$ cat src/rtl/smr_pkg.sv
package smr_pkg;

  // mix buffer geometry, depth is a power of two
  localparam int AddrW       = 16;
  localparam int BufferDepth = 1 << AddrW;
  localparam int SampleW     = 16;

  // clip limits, full negative scale is never stored
  localparam logic signed [SampleW-1:0] MixMax = 16'sd32767;
  localparam logic signed [SampleW-1:0] MixMin = -16'sd32767;

  // item commands
  localparam logic CmdMix  = 1'b0;
  localparam logic CmdRead = 1'b1;

  typedef logic [AddrW-1:0]          addr_t;
  typedef logic signed [SampleW-1:0] sample_t;

  // controller to datapath
  typedef struct packed {
    logic clr_wr;
    logic accept;
    logic exec;
  } smr_cmd_t;

  // datapath to controller
  typedef struct packed {
    logic clr_done;
  } smr_sts_t;

  // saturating add of two samples
  function automatic sample_t clip_sum(sample_t a, sample_t b);
    logic signed [SampleW:0] s;
    s = {a[SampleW-1], a} + {b[SampleW-1], b};
    if (s > $signed({MixMax[SampleW-1], MixMax})) begin
      return MixMax;
    end else if (s < $signed({MixMin[SampleW-1], MixMin})) begin
      return MixMin;
    end
    return s[SampleW-1:0];
  endfunction

endpackage

$ cat src/rtl/smr_ctrl.sv
module smr_ctrl (
  input  logic              clk_i,
  input  logic              rst_ni,
  input  logic              start,
  input  smr_pkg::smr_sts_t sts_i,
  output smr_pkg::smr_cmd_t cmd_o,
  output logic              busy
);

  typedef enum logic [2:0] {
    StClear = 3'b001,
    StIdle  = 3'b010,
    StExec  = 3'b100
  } state_e;

  state_e state_q, state_d;

  // next state
  always_comb begin
    state_d = state_q;
    unique case (state_q)
      StClear: begin
        if (sts_i.clr_done) begin
          state_d = StIdle;
        end
      end
      StIdle: begin
        if (start) begin
          state_d = StExec;
        end
      end
      StExec: begin
        state_d = StIdle;
      end
      default: begin
        state_d = StClear;
      end
    endcase
  end

  always_ff @(posedge clk_i or negedge rst_ni) begin
    if (!rst_ni) begin
      state_q <= StClear;
    end else begin
      state_q <= state_d;
    end
  end

  // commands to the datapath
  assign cmd_o.clr_wr = (state_q == StClear);
  assign cmd_o.accept = (state_q == StIdle) && start;
  assign cmd_o.exec   = (state_q == StExec);
  assign busy         = (state_q != StIdle);

endmodule

$ cat config.mk
export PLATFORM = sky130hd
export DESIGN_NAME = smr_ctrl
export DESIGN_NICKNAME = d
export VERILOG_FILES = /design/src/rtl/smr_pkg.sv /design/src/rtl/smr_ctrl.sv
export SDC_FILE = /design/constraint.sdc
export NUM_CORES = 1
export LEC_CHECK = 0
export CAP_MARGIN = 20
export CORE_AREA = 3 3 40 42
export CTS_BUF_LIST = sky130_fd_sc_hd__clkbuf_16
export CTS_CLUSTER_DIAMETER = 80
export DETAILED_ROUTE_END_ITERATION = 10
export DIE_AREA = 0 0 43 45
export DONT_BUFFER_PORTS = 1
export MAX_ROUTING_LAYER = met4
export SLEW_MARGIN = 30
export SYNTH_ARGS = -nofsm -noshare
export SYNTH_HDL_FRONTEND = slang
export SYNTH_SLANG_ARGS = --single-unit
$ cat constraint.sdc
create_clock -name clk_i -period 1.4 [get_ports clk_i]
set_input_delay 0 -clock clk_i [delete_from_list [all_inputs] [get_ports clk_i]]
set_output_delay 0 -clock clk_i [all_outputs]
set_load 0.02 [all_outputs]
## Yosys cells after proc, flatten, opt, wreduce, memory -nomap -nowiden

Cells that the tools add are included.

- Flip-flop bits (word level): 3
- Bits of input ports: 4
- Output and inout bits: 4
- Word-level logic and storage cells: 12

- Eq/ne operators: 6
- Muxes and demuxes: 3
- Reduce and logical (&&, ||, !) cells: 2

Operator list:

| cell | count |
|---|---|
| 3-bit case mux with 3 select lines | 1 |
| 3-bit 2-to-1 mux | 2 |
| 2-bit != test, second input constant | 2 |
| 3-bit by 1-bit == test with 1-bit output, second input constant | 1 |
| 3-bit by 2-bit == test with 1-bit output, second input constant | 1 |
| 3-bit == test, second input constant | 1 |
| 3-bit by 2-bit != test with 1-bit output, second input constant | 1 |
| 2-bit AND reduction | 1 |
| 1-bit logical AND | 1 |

## Longest topological paths before layout

Gate-level depths: netlist (run 1).

- Word-level depth: 3
- Mapped depth: 2
- Depth with buffers taken out: 2

## Worst setup path after synthesis (run 1)

OpenSTA, ideal clock, no wires.

- Kind: register to register
- Start point: register state_q[2]
- End point: register state_q[1]
- Data arrival time: 1,186 ps
- Data required time: 1,333 ps
- Slack: 148 ps
- Cell stages (with the launch flop): 3
- Period minus slack after synthesis: 1,252 ps
- Cell sequence: dfrtp_1 nor3b_1 or3_1

RTL lines:

| item | line | text |
|---|---|---|
| start, declared | smr_ctrl.sv:16 | `state_e state_q, state_d;` |
| start signal, assigned | smr_ctrl.sv:43 | `state_q <= StClear;` |
| start signal, assigned | smr_ctrl.sv:45 | `state_q <= state_d;` |

==> results.json, run 1 <==
{
  "outcome": "finished clean",
  "cp-end-kind": "primary output",
  "gr-total-overflow": 0,
  "cpPeakStageDelay_ns": 0.45,
  "finalCriticalPeriod_ns": 1.33,
  "nNetsFinal": 28,
  "grt_start_max_net_pins": 7,
  "max_clock_freq_ghz": 0.754,
  "routedWlPerCell_um": 9.82,
  "ios": 8,
  "cts_tree": "yes",
  "totalNegativeSetupSlack_ns": 0,
  "antenna_found_initial": 0,
  "ir_worst_vdd_mv": 1.33,
  "path_clk_slew_ns": 0.03,
  "coreArea_um2": 1280,
  "synth_seq_cells": 3,
  "worstPathRequired_ns": 1.40,
  "hpwl_um": 293,
  "regMostFlops": "state_q",
  "rsz0062_at_grt": "false",
  "cp-startpoint": "state_q[2]",
  "cts_buffer_depth": 2,
  "vias_per_cell": 3.66,
  "synth_adder_area_share_pct": 0,
  "vias": 139,
  "skew_ns": 0.00217,
  "first_global_vias": 176,
  "routed_wl_um": 373,
  "syn-mean-instance-area_um2": 10.3,
  "netlist_area_um2": 154,
  "p_clk_share_pct": 54.7,
  "setup_violations": 0,
  "seqPwrFrac_pct": 22.0,
  "synth-xor-area-share_pct": 5.69,
  "drive_gt1_share_pct": 34.8,
  "combPwrFrac_pct": 23.3,
  "path_max_fanout": 6,
  "leakage_uw": 0.000138,
  "power_density_nw_per_um2": 2760,
  "drc": 0,
  "diodes": 0,
  "power.switching_uw": 211,
  "synth_compound_area_share_pct": 3.25,
  "synthMuxAreaShare_pct": 0,
  "slowest_stage": "or3b_4",
  "synthesis.nets": 19,
  "cts_made_buffers": 3,
  "io_buffers": 0,
  "whs_ns": 0.0377,
  "gr-usage-all-layers_pct": 5.83,
  "slew_headroom_pct": 78.3,
  "clk_latency_ns": 0.22,
  "htree_levels": 1,
  "worst_slew_pin_slew_ns": 0.320,
  "root_buffer": "clkbuf_16",
  "die_w_um": 43,
  "drv_slew": 0,
  "cp_cell_sequence": "or3b_4 > nor2_2",
  "fp.dieH_um": 45,
  "num_rows": 13,
  "synth_seq_area_share_pct": 49.6,
  "post-cts-setup-buffers": 0,
  "grt_pass1_wl_um": 731,
  "n_fill_cell": 134,
  "ant_nets": 0,
  "min_path_type": "in2async",
  "arrival_ns": 1.33,
  "synthSimpleGateAreaFrac_pct": 36.6,
  "yosysWarnings": 0,
  "drv_cap": 0,
  "drt_pre_antenna_iters": 2,
  "yosysTopAreaCell": "dfrtp_1",
  "layout_worst_path_cycle_share_pct": 94.7,
  "reg2reg_from": "state_q[0]",
  "p_int_uw": 586,
  "cp_num_buf_inv": 0,
  "largest_register_ffs": 3,
  "synth.top_cells.by_area": "dfrtp_1, dfstp_2, or3b_4",
  "initial_core_util_pct": 12.0,
  "cp_top_family": "simple AND/OR/NAND/NOR gates",
  "hold_viol": 0,
  "die_area_um2": 1940,
  "path_class": "reg2out",
  "syn_inst": 15,
  "startpoint_type": "flop",
  "cts.sinks": 3,
  "drt-initial-drc-count": 1,
  "area_growth_syn_to_layout_pct": 87.8,
  "switching_share_pct": 26.4,
  "synth.distinct_cells": 12,
  "routabilityCongestion": 0.737,
  "synth_top_area_share_pct": 32.5,
  "top_regs": "state_q: 3 flops",
  "synth_top_family_by_area": "simple AND/OR/NAND/NOR gates",
  "most-common-layout-cells": "inv_1, clkbuf_16, dlygate4sd3_1, buf_4, dfrtp_1"
}
repair_timing:
| item | in CTS | in global routing |
|---|---|---|
| hold buffers | 2 | 0 |
| resized for setup | 1 | 0 |
| endpoints found under the hold margin | 4 | 0 |
| endpoints found under the setup margin | 1 | 0 |
cells by family (layout without fill, tap and decap cells):
logic type	count (synthesis)	after routing
flip-flops	3	3
AO/OA/AOI/OAI	1	1
XOR/XNOR	1	1
buffers and inverters	2	10
AND/OR/NAND/NOR	8	8
worst reg2reg max path, stage by stage, from the launching register on:
cell and delay [ns]:
dfstp_2 0.56, nor3b_1 0.07, or3_1 0.38
cell usage after synthesis (all sizes together):
cell type / n
a21oi: 1
dfrtp: 2
dfstp: 1
inv: 2
nor2: 2
nor3: 1
nor3b: 1
nor4b: 1
nor4bb: 1
or3: 1
or3b: 1
xor2: 1
power groups by stage:
stage,clock (µW),sequential (µW),combinational (µW)
2_1_floorplan,0,163,134
3_3_place_gp,0,176,178
3_5_place_dp,0,178,180
4_1_cts,443,176,189
5_1_grt,458,187,207
6_report,436,175,185
stage by stage:
| step | instance area (µm²) | utilization, % | power [µW] | worst slack (ns) | std cells |
|---|---|---|---|---|---|
| final | 289 | 22.5 | 796 | 0.0745 | 38 |
| after global routing | 289 | 22.5 | 852 | 0.0124 | 38 |
| after floorplan | 154 | - | 298 | 0.148 | 15 |
| after detailed placement | 188 | 14.6 | 359 | 0.208 | 32 |
| after CTS | 289 | 22.5 | 808 | 0.0719 | 38 |
| after global placement | 188 | 14.6 | 354 | 0.202 | 32 |
routing by layer:
layer | global-route usage [%] | up-vias | share of wire (%)
met3 | 5.18 | 2 | 8.6
li1 | - | 68 | -
met5 | - | - | 0
met1 | 5.78 | 62 | 47
met4 | 3.61 | 0 | 3.2
met2 | 7.49 | 7 | 40
final timing paths:
check | cells past startpoint | to | slack, ns
setup / recovery | 2 | cmd_o[1] | 0.07
hold / removal | 1 | state_q[1] | 0.04
setup reg to reg | 2 | state_q[1] | 0.27
hold reg to reg | 2 | state_q[0] | 0.51
max in group asynchronous | 1 | state_q[0] | 1.14
min in group clk_i | 2 | state_q[0] | 0.07
layout make-up:
cell class / instances / area [µm²] / area share (%)
tap: 15 / 18.8 / 6.49
multi-input combinational: 10 / 72.6 / 25.1
clock buffer: 3 / 75.1 / 26.0
inverter: 2 / 7.51 / 2.60
timing repair buffer: 4 / 35.0 / 12.1
clock inverter: 1 / 3.75 / 1.30
sequential: 3 / 76.3 / 26.4
Note: power is estimated with default switching activity, not from simulation.
==> inputs of run 2 (changes only) <==
--- a/config.mk
+++ b/config.mk
@@ -13,7 +13,7 @@
 export DIE_AREA = 0 0 43 45
 export DONT_BUFFER_PORTS = 1
 export MAX_ROUTING_LAYER = met4
-export SLEW_MARGIN = 30
+export SLEW_MARGIN = 20
 export SYNTH_ARGS = -nofsm -noshare
 export SYNTH_HDL_FRONTEND = slang
 export SYNTH_SLANG_ARGS = --single-unit
==> constraint.sdc (replaced) <==
create_clock -name clk_i -period 1.42 [get_ports clk_i]
set_input_delay 0 -clock clk_i [delete_from_list [all_inputs] [get_ports clk_i]]
set_output_delay 0 -clock clk_i [all_outputs]
set_load 0.02 [all_outputs]
==> results.json, run 2 (synthesis gave the netlist of run 1 again) <==
{
  "outcome": "finished clean",
  "gr-usage-all-layers_pct": 6.44,
  "n_fill_cell": 141,
  "drive_gt1_share_pct": 34.8,
  "routed_wl_um": 406,
  "skew_ns": 0.00121,
  "coreArea_um2": 1280,
  "root_buffer": "clkbuf_16",
  "layout_worst_path_cycle_share_pct": 94.2,
  "ir_worst_vdd_mv": 0.625,
  "first_global_vias": 169,
  "totalNegativeSetupSlack_ns": 0,
  "routedWlPerCell_um": 10.7,
  "initial_core_util_pct": 12.0,
  "slew_headroom_pct": 78.4,
  "area_growth_syn_to_layout_pct": 87.8,
  "die_w_um": 43,
  "cp_num_buf_inv": 0,
  "vias": 132,
  "post-cts-setup-buffers": 0,
  "cp_top_family": "simple AND/OR/NAND/NOR gates",
  "ant_nets": 0,
  "arrival_ns": 1.34,
  "leakage_uw": 0.000138,
  "startpoint_type": "flop",
  "slowest_stage": "or3b_4",
  "min_path_type": "in2async",
  "die_area_um2": 1940,
  "antenna_found_initial": 0,
  "cts_buffer_depth": 2,
  "final_core_util_pct": 22.5,
  "drc": 0,
  "setup_violations": 0,
  "grt_pass1_wl_um": 724,
  "drt_pre_antenna_iters": 2,
  "path_clk_slew_ns": 0.03,
  "vias_per_cell": 3.47,
  "grt_start_max_net_pins": 7,
  "worstPathRequired_ns": 1.42,
  "route.layer.met1.wl_um": 173,
  "top_regs": "state_q: 3 flops",
  "io_buffers": 0,
  "route.met3.wl_um": 26,
  "power_density_nw_per_um2": 2760,
  "cts_made_buffers": 3,
  "gr-total-overflow": 0,
  "clk_latency_ns": 0.22,
  "drt-initial-drc-count": 2,
  "path_max_fanout": 6,
  "cpPeakStageDelay_ns": 0.46,
  "regMostFlops": "state_q",
  "rsz0062_at_grt": "false",
  "highest_layer": "met3",
  "most-common-layout-cells": "inv_1, clkbuf_16, dlygate4sd3_1, buf_4, dfrtp_1",
  "fp.dieH_um": 45,
  "htree_levels": 1,
  "hpwl_um": 284,
  "drv_cap": 0,
  "cp-end-kind": "primary output",
  "cts_tree": "yes",
  "routabilityCongestion": 0.726,
  "drv_slew": 0,
  "max_clock_freq_ghz": 0.748,
  "hold_viol": 0,
  "path_class": "reg2out",
  "cp_cell_sequence": "or3b_4 > nor2_2",
  "ios": 8,
  "nNetsFinal": 28,
  "num_rows": 13,
  "routed-wl-met2_um": 205,
  "largest_register_ffs": 3,
  "worst_slew_pin_slew_ns": 0.320,
  "finalCriticalPeriod_ns": 1.34,
  "diodes": 0,
  "cts.sinks": 3
}
## run 2: cell counts in the layout (fill, tap and decap cells not counted)
Identical to the previous run, type by type.
## run 2: final cells by class
cell class	instances	area, µm²	share of cell area (%)
clock buffer	3	75.1	26.0
clock inverter	1	3.75	1.30
multi-input combinational	10	72.6	25.1
inverter	2	7.51	2.60
timing repair buffer	4	35.0	12.1
tap	15	18.8	6.49
sequential	3	76.3	26.4
## run 2: per-layer routing
metal	vias to the layer above	track usage, %
met4	0	10.8
met3	0	3.98
li1	67	-
met2	5	7.19
met1	60	5.56
met5	-	-
## run 2: repair_timing
action / in CTS / in global routing
hold buffers: 2 / 0
endpoints found under the setup margin: 1 / 0
hold endpoints to repair: 4 / 0
resized for setup: 1 / 0
## run 2: per-stage QoR
stage	power (µW)	hold WS (ns)	setup slack [ns]	std cells	cell area, µm²
3_3_place_gp	346	-0.295	0.231	32	188
2_1_floorplan	293	-0.296	0.168	15	154
6_report	796	0.0349	0.0823	38	289
3_5_place_dp	352	-0.295	0.220	32	188
5_1_grt	841	0.0452	0.0134	38	289
4_1_cts	807	0.0356	0.0734	38	289
## run 2: final timing paths
kind | slack (ns) | startpoint | cells past startpoint | to
worst max-delay path | 0.08 | state_q[1] | 2 | cmd_o[1]
worst min-delay path | 0.03 | rst_ni | 1 | state_q[2]
worst max register to register | 0.29 | state_q[0] | 2 | state_q[1]
worst min register to register | 0.52 | state_q[0] | 2 | state_q[0]
max in group asynchronous | 1.16 | rst_ni | 1 | state_q[0]
min in group clk_i | 0.08 | sts_i | 2 | state_q[0]
## run 2: power by group
group	internal (µW)	switching [µW]
Sequential	127	46.5
Combinational	88.1	96.2
Clock	363	75.3
==> inputs of run 3 (changes only) <==
--- a/config.mk
+++ b/config.mk
@@ -5,6 +5,7 @@
 export SDC_FILE = /design/constraint.sdc
 export NUM_CORES = 1
 export LEC_CHECK = 0
+export ABC_AREA = 1
 export CAP_MARGIN = 20
 export CORE_AREA = 3 3 40 42
 export CTS_BUF_LIST = sky130_fd_sc_hd__clkbuf_16
==> results.json, run 3 <==
{
  "outcome": "finished clean",
  "ant_nets": 0,
  "final_core_util_pct": 23.5,
  "startpoint_type": "flop",
  "layout_worst_path_cycle_share_pct": 86.7,
  "clk_latency_ns": 0.22,
  "min_path_type": "in2async",
  "fp.dieH_um": 45,
  "drt-initial-drc-count": 0,
  "cts_tree": "yes",
  "vias": 162,
  "synth_top_area_share_pct": 30.5,
  "routabilityCongestion": 0.677,
  "yosysWarnings": 0,
  "synth_seq_area_share_pct": 46.6,
  "multi_input_area_um2": 67.6,
  "nNetsFinal": 37,
  "most-common-layout-cells": "inv_1, nand2_1, clkbuf_16, dlygate4sd3_1",
  "register_area_um2": 76.3,
  "leakage_uw": 0.000157,
  "path_class": "reg2out",
  "num_rows": 13,
  "hold_viol": 0,
  "diodes": 0,
  "setup_violations": 0,
  "synthesis.nets": 28,
  "netlist_area_um2": 164,
  "ios": 8,
  "path_clk_slew_ns": 0.03,
  "syn_inst": 24,
  "synth_seq_cells": 3,
  "die_w_um": 43,
  "first_global_vias": 178,
  "io_buffers": 0,
  "totalNegativeSetupSlack_ns": 0,
  "cts_made_buffers": 3,
  "slew_headroom_pct": 79.7,
  "regMostFlops": "state_q",
  "routed_wl_um": 358,
  "cts.sinks": 3,
  "area_growth_syn_to_layout_pct": 84.0,
  "top_regs": "state_q: 3 flops",
  "drive_gt1_share_pct": 21.9,
  "hpwl_um": 261,
  "coreArea_um2": 1280,
  "grt_pass1_wl_um": 648,
  "post-cts-setup-buffers": 0,
  "yosysTopAreaCell": "dfrtp_1",
  "finalCriticalPeriod_ns": 1.23,
  "max_clock_freq_ghz": 0.813,
  "drc": 0,
  "synth.top_cells.by_area": "dfrtp_1, dfstp_2, inv_1",
  "cp-end-kind": "primary output",
  "drv_slew": 0,
  "largest_register_ffs": 3,
  "ys.flop_type": "dfrtp_1",
  "rsz0062_at_grt": "false",
  "synth.distinct_cells": 10,
  "gr-usage-all-layers_pct": 5.33,
  "antenna_found_initial": 0,
  "skew_ns": 0.00157,
  "path_max_fanout": 4,
  "worstPathRequired_ns": 1.42,
  "die_area_um2": 1940,
  "arrival_ns": 1.23,
  "worst_slew_pin_slew_ns": 0.304,
  "cts_buffer_depth": 2,
  "htree_levels": 1,
  "synthTopCellsByCount": "inv_1, nand2_1, nor2_1, dfrtp_1, nand3_1",
  "syn-mean-instance-area_um2": 6.83,
  "power_density_nw_per_um2": 2720,
  "n_fill_cell": 141,
  "routedWlPerCell_um": 7.62,
  "grt_start_max_net_pins": 6,
  "drt_pre_antenna_iters": 1,
  "root_buffer": "clkbuf_16",
  "gr-total-overflow": 0,
  "ir_worst_vdd_mv": 0.902,
  "final_common_cell": "inv_1",
  "vias_per_cell": 3.45,
  "drv_cap": 0,
  "synth_edf_count": 0,
  "ys_async_sr_fraction_pct": 100,
  "initial_core_util_pct": 12.8
}
==> run 3: per-stage QoR <==
stage | total power [µW] | setup slack, ns | hold slack (ns) | instance area [µm²] | std cells
2_1_floorplan | 341 | 0.412 | -0.296 | 164 | 24
3_3_place_gp | 373 | 0.354 | -0.295 | 190 | 40
3_5_place_dp | 378 | 0.338 | -0.295 | 190 | 40
4_1_cts | 832 | 0.101 | 0.0320 | 299 | 47
5_1_grt | 885 | 0.0377 | 0.0490 | 302 | 47
6_report | 820 | 0.189 | 0.0295 | 302 | 47
==> run 3: cells by family after synthesis <==
kind of cell           after synthesis  share of synthesized area (%)
and+or+nand+nor                     13                           33.6
buffers and inverters                6                           13.7
DFF                                  3                           46.6
AOI/OAI and AO/OA                    2                           6.10
==> run 3: where the power goes <==
part / total (µW) / internal (µW) / switching [µW]
Clock: 437 / 363 / 74.0
Sequential: 163 / 133 / 30.1
Combinational: 220 / 63.0 / 157
Total: 820 / 559 / 261
==> run 3: worst max-delay path, cell delays in order, from the launching register on <==
cell     delay, ns
dfrtp_1       0.35
inv_1         0.08
nor2_2        0.09
nand2_1       0.21
nor2_2        0.28
==> run 3: path summary, 6_finish.rpt <==
check,start,end,slack [ns],cells past startpoint
worst max-delay path,state_q[1],cmd_o[1],0.19,4
worst min-delay path,rst_ni,state_q[2],0.03,1
worst max register to register,state_q[0],state_q[2],0.37,3
worst min register to register,state_q[2],state_q[1],0.59,3
max in group asynchronous,rst_ni,state_q[0],1.17,1
min in group clk_i,sts_i,state_q[0],0.47,4
==> run 3: timing repair <==
action / in CTS / in global routing
gates resized for setup: 0 / 1
setup endpoints to repair: 0 / 1
hold endpoints to repair: 6 / 0
hold buffers: 3 / 0
==> run 3: final cells by class <==
type	instances	share of cell area [%]
Clock buffer	3	24.9
Sequential cell	3	25.3
Clock inverter	1	1.24
Timing Repair Buffer	4	12.4
Multi-Input combinational cell	15	22.4
Tap cell	15	6.22
Inverter	6	7.47
==> run 3: routing by layer <==
layer  up-vias  part of all wire, %  GRT usage (%)
met1        67                   43           4.84
li1         86                    -              -
met5         -                    0              -
met3         2                  7.3           3.59
met4         0                  2.2           5.42
met2         7                   47           7.19
